===== config.mk =====
export PLATFORM = sky130hd
export DESIGN_NAME = asb_blend
export DESIGN_NICKNAME = d
export VERILOG_FILES = /design/src/rtl/asb_pkg.sv /design/src/rtl/asb_blend.sv
export SDC_FILE = /design/constraint.sdc
export NUM_CORES = 1
export LEC_CHECK = 0
export BUFFER_PORTS_ARGS = -buffer_cell sky130_fd_sc_hd__buf_2
export CORE_AREA = 2 2 163 165
export DETAILED_ROUTE_END_ITERATION = 6
export DIE_AREA = 0 0 165 167
export PLACE_DENSITY = 0.8
export RECOVER_POWER = 25
export SKIP_CTS_REPAIR_TIMING = 1
export SLEW_MARGIN = 5
export SYNTH_ARGS = -nofsm -noshare
export SYNTH_HDL_FRONTEND = slang
export SYNTH_SLANG_ARGS = --single-unit

===== constraint.sdc =====
create_clock -name clk -period 6.1 [get_ports clk]
set_input_delay 0.61 -clock clk [delete_from_list [all_inputs] [get_ports clk]]
set_output_delay 0.61 -clock clk [all_outputs]
set_load 0.05 [all_outputs]

===== src/rtl/asb_pkg.sv =====
`timescale 1ns / 1ps
package asb_pkg;
	// Register indexes of the configuration port.
	localparam logic [2:0] REG_MODE  = 3'd0;
	localparam logic [2:0] REG_SX    = 3'd1;
	localparam logic [2:0] REG_SY    = 3'd2;
	localparam logic [2:0] REG_EX    = 3'd3;
	localparam logic [2:0] REG_EY    = 3'd4;
	localparam logic [2:0] REG_SIZE  = 3'd5;
	localparam logic [2:0] REG_INNER = 3'd6;
	localparam logic [2:0] REG_COLOR = 3'd7;

	localparam int NUM_CELLS = 16;

	// Shape description shared by every coverage cell.
	typedef struct packed {
		logic               mode;
		logic signed [14:0] ax;
		logic signed [14:0] ay;
		logic signed [14:0] bx;
		logic signed [14:0] by;
		logic        [10:0] r8;
		logic        [7:0]  inner;
	} shape_t;

	// Word travelling down the chain of cells.
	typedef struct packed {
		logic        vld;
		logic        skip;
		logic [8:0]  px;
		logic [7:0]  py;
		logic [15:0] old;
		logic [4:0]  cnt;
	} tok_t;

	// Subsample offset in eighths for index 0..3.
	function automatic logic signed [2:0] sub_off(input logic [1:0] i);
		case (i)
			2'd0: sub_off = -3'sd3;
			2'd1: sub_off = -3'sd1;
			2'd2: sub_off = 3'sd1;
			default: sub_off = 3'sd3;
		endcase
	endfunction
endpackage


===== src/rtl/asb_blend.sv =====
`timescale 1ns / 1ps
// Alpha from coverage and per-channel blend, two registered steps.
module asb_blend (
	input  logic          clk,
	input  logic          arst_n,
	input  logic          en,
	input  logic [15:0]   color,
	input  asb_pkg::tok_t tin,
	output logic          vld,
	output logic [15:0]   new_color,
	output logic [4:0]    coverage
);
	logic        v_s1;
	logic [7:0]  al_s1;
	logic [4:0]  cnt_s1;
	logic [15:0] old_s1;
	logic [13:0] r_s1, g_s1, b_s1;
	logic [7:0]  al;
	logic [4:0]  cnt;
	logic [5:0]  rq, gq, bq;

	// Division by 255 with the usual add-and-shift form, exact for quotients below 64.
	function automatic logic [5:0] div255(input logic [13:0] v);
		logic [15:0] t;
		t = 16'(v) + 16'd1;
		t = t + (t >> 8);
		div255 = t[13:8];
	endfunction

	always_comb begin
		cnt = tin.skip ? 5'd0 : tin.cnt;
		al  = 8'((12'(cnt) * 12'd255 + 12'd8) >> 4);
	end

	// Channel quotients of the blended sums.
	always_comb begin
		rq = div255(r_s1);
		gq = div255(g_s1);
		bq = div255(b_s1);
	end

	always_ff @(posedge clk or negedge arst_n) begin
		if (!arst_n) begin
			v_s1 <= 1'b0;
			vld  <= 1'b0;
		end else if (en) begin
			v_s1 <= tin.vld;
			vld  <= v_s1;
		end
	end

	always_ff @(posedge clk) begin
		if (en) begin
			al_s1  <= al;
			cnt_s1 <= cnt;
			old_s1 <= tin.old;
			r_s1 <= 14'(color[15:11] * al) + 14'(tin.old[15:11] * (8'd255 - al)) + 14'd127;
			g_s1 <= 14'(color[10:5] * al) + 14'(tin.old[10:5] * (8'd255 - al)) + 14'd127;
			b_s1 <= 14'(color[4:0] * al) + 14'(tin.old[4:0] * (8'd255 - al)) + 14'd127;
			coverage <= cnt_s1;
			if (al_s1 == 8'd0) begin
				new_color <= old_s1;
			end else if (al_s1 == 8'd255) begin
				new_color <= color;
			end else begin
				new_color <= {rq[4:0], gq, bq[4:0]};
			end
		end
	end
endmodule


==> impl_metrics.ini <==
[timing]
achievable-frequency_ghz = 0.1238
finalCriticalPeriod_ns = 8.076
final_min_period_over_clock_period_pct = 132.4
finalMaxSlewViolations = 0
timing.max_slew.rel_slack_pct = 45.46
finalHoldViolCount = 0
setup_viol = 33
layout_setup_ws_ns = -1.976
fin_worst_skew_ns = 0.007871
grt_setup_unrepaired = yes
worst-slew-pin-transition_ns = 0.8182

[detailed_routing]
drc = 0
drt-vias-per-instance = 5.431
finalWirelength_um = 34100
first_pass_iters = 5
drt-wirelength-per-cell_um = 17.23
detail-route-antenna-nets = 0
route.vias.total = 10750
detailedRoute.firstIterationViolations = 632

[logic_synthesis]
ys_warn_count = 0
post-synth-top-count-cell = inv_1
async_reset_ff_share_pct = 2.128
syn-mean-instance-area_um2 = 9.819
ys_seq_elements = 94
netlist_area_um2 = 14040
number_of_synthesized_flops_with_an_enable_pin = 92
synthesis.nets = 1837
synth_mux_area_share_pct = 0.2317
synth_top_family_by_area = adder cells
post_synth_adder_cell_area_pct = 42.02
synth_area_leaders = fa_1 (29%), edfxtp_1 (20%), ha_1 (13%)
syn-instance-count = 1430
yosys.area_share.simple_pct = 17.23
yosys.area.top_type = fa_1
seq_area_frac_synth_pct = 20.03
synth_top_cell_area_share_pct = 29.37
synth_commonest_cells = inv_1 (275), fa_1 (206), ha_1 (142), nand2_1 (133), edfxtp_1 (92)
synth_flop_cell = edfxtp_1
post_synth_num_cell_types = 77
synth_xor_area_share_pct = 5.373
synth-compound-area-share_pct = 6.264

[job]
max_cap_viol_count = 0

[run_status]
failed_checks = setup timing
status = finished with violations

[die]
floorplan.initialDensity_pct = 54.50
num_ports = 81
floorplan.die.width_um = 165
die_h_um = 167
core_area_um2 = 25760
placement_rows = 59
die_area_um2 = 27560

[grt]
antenna_found_initial = 2
grtUsageTotal_pct = 24.38
grt-ovfl-total = 0
first_global_vias = 11350
grt_first_pass_wirelength_um = 53160
grt_max_degree = 60

[worst_setup_path]
cp.arrival_ns = 8.20
worst_path_largest_cell_delay_ns = 0.59
timing.critical_path.fanout_max = 6
r2r_slack_ns = 2.61
startpoint_class_of_the_critical_path = input pin
critical_path.slowest_cell = fa_1
critical_path.endpoint_type = register
worst_ep_required_time_ns = 6.22
startpoint_to_endpoint_class_of_the_critical_path = input pin to register

[clocking]
numCtsBuffers = 9
clock_tree.root_cell = clkbuf_16
clk_latency_ns = 0.36
clk_pin_slew_ns = 0.07
tritoncts_clock_tree = built
number_of_h_tree_levels = 3
clock_path_buffers = 2
numClockSinks = 94

[final_layout]
final_nets = 2044
layoutNonFillerInstCount = 1979
postLayoutCellArea_um2 = 16930
syn2layout_area_growth_pct = 20.60
drive_above_1_share_pct = 24.36
fill_cells = 1879

[placed_design]
gp_congestion = 0.9113
place.port_buffers = 63
dp_cells = 1921
place_hpwl_um = 25670
dpl_cell_area_um2 = 15740

[hold_path]
hold_path_class = input pin to asynchronous set/reset pin
==> through the flow <==
stage / hold slack (ns) / setup WS, ns / setup TNS [ns] / util (%)
after floorplan: 0.3144 / -1.963 / -43.79 / -
after global placement: 0.3948 / -2.139 / -53.77 / 61.09
after detailed placement: 0.4002 / -2.376 / -59.64 / 61.09
after CTS: 0.01917 / -2.035 / -47.16 / 62.22
after global routing: 0.02538 / -2.218 / -55.17 / 65.73
final: 0.02312 / -1.976 / -47.57 / 65.73
==> critical path, delay by kind of cell <==
| family | cells | cell delay [ns] |
|---|---|---|
| buf+inv | 5 | 0.41 |
| simple gates | 6 | 1.10 |
| fa+ha+maj | 9 | 4.05 |
| xor+xnor | 3 | 0.55 |
| compound gates | 8 | 1.44 |
==> worst paths after layout <==
| kind | from | end | cells after the start |
|---|---|---|---|
| max in group asynchronous | arst_n | v_s1$_DFFE_PN0P_ | 1 |
| min | arst_n | vld$_DFFE_PN0P_ | 1 |
| max reg2reg | b_s1[0]$_DFFE_PP_ | new_color[0]$_DFFE_PP_ | 12 |
| max | tin[38] | b_s1[13]$_DFFE_PP_ | 31 |
| min in group clk | cnt_s1[4]$_DFFE_PP_ | coverage[4]$_DFFE_PP_ | 0 |
| min reg2reg | cnt_s1[4]$_DFFE_PP_ | coverage[4]$_DFFE_PP_ | 0 |
==> metal layers <==
metal | up-vias | routed length [um] | global-route usage (%)
met1 | 5319 | 13190 | 30.54
met3 | 103 | 2056 | 4.234
li1 | 4950 | - | -
met2 | 376 | 17640 | 42.41
met5 | - | 0 | 0
met4 | 0 | 1215 | 8.242
==> layout by cell type, fill, tap and decap left out, drive strengths merged, types with 53 or more instances in the layout <==
cell / instances
fa: 206
inv: 278
buf: 231
and2: 90
ha: 142
nor2: 53
edfxtp: 92
xnor2: 56
nand2: 134
nor2b: 67
==> cell type report <==
class                           count  area (um2)  share of cell area, %
Sequential cell                    94        2813                  16.61
Clock buffer                       10       229.0                  1.352
Tap cell                          335       419.2                  2.475
Clock inverter                      6       61.31                 0.3621
Inverter                          277        1047                  6.184
Timing Repair Buffer              237        1739                  10.27
Antenna cell                        2       5.005                0.02956
Multi-Input combinational cell   1018       10620                  62.72
==> logic make-up (layout without fill, tap and decap cells) <==
group,count (synthesis),after routing
buffers and inverters,318,530
AND/OR/NAND/NOR,457,457
other,0,2
AO/OA/AOI/OAI,129,129
multiplexers,3,3
flip-flops,94,94
adder cells (fa/ha/maj),348,348
XOR/XNOR,81,81
==> registers in the layout, indices dropped and copies added, names as in the netlist <==
name       flops
al_s1          8
b_s1          14
cnt_s1         5
coverage       5
g_s1          14
new_color     16
old_s1        16
r_s1          14
v_s1           1
vld            1
Power is left out: the tool's default activity adds up to more than one toggle a clock period on the data nets, which glitch-free logic cannot reach.
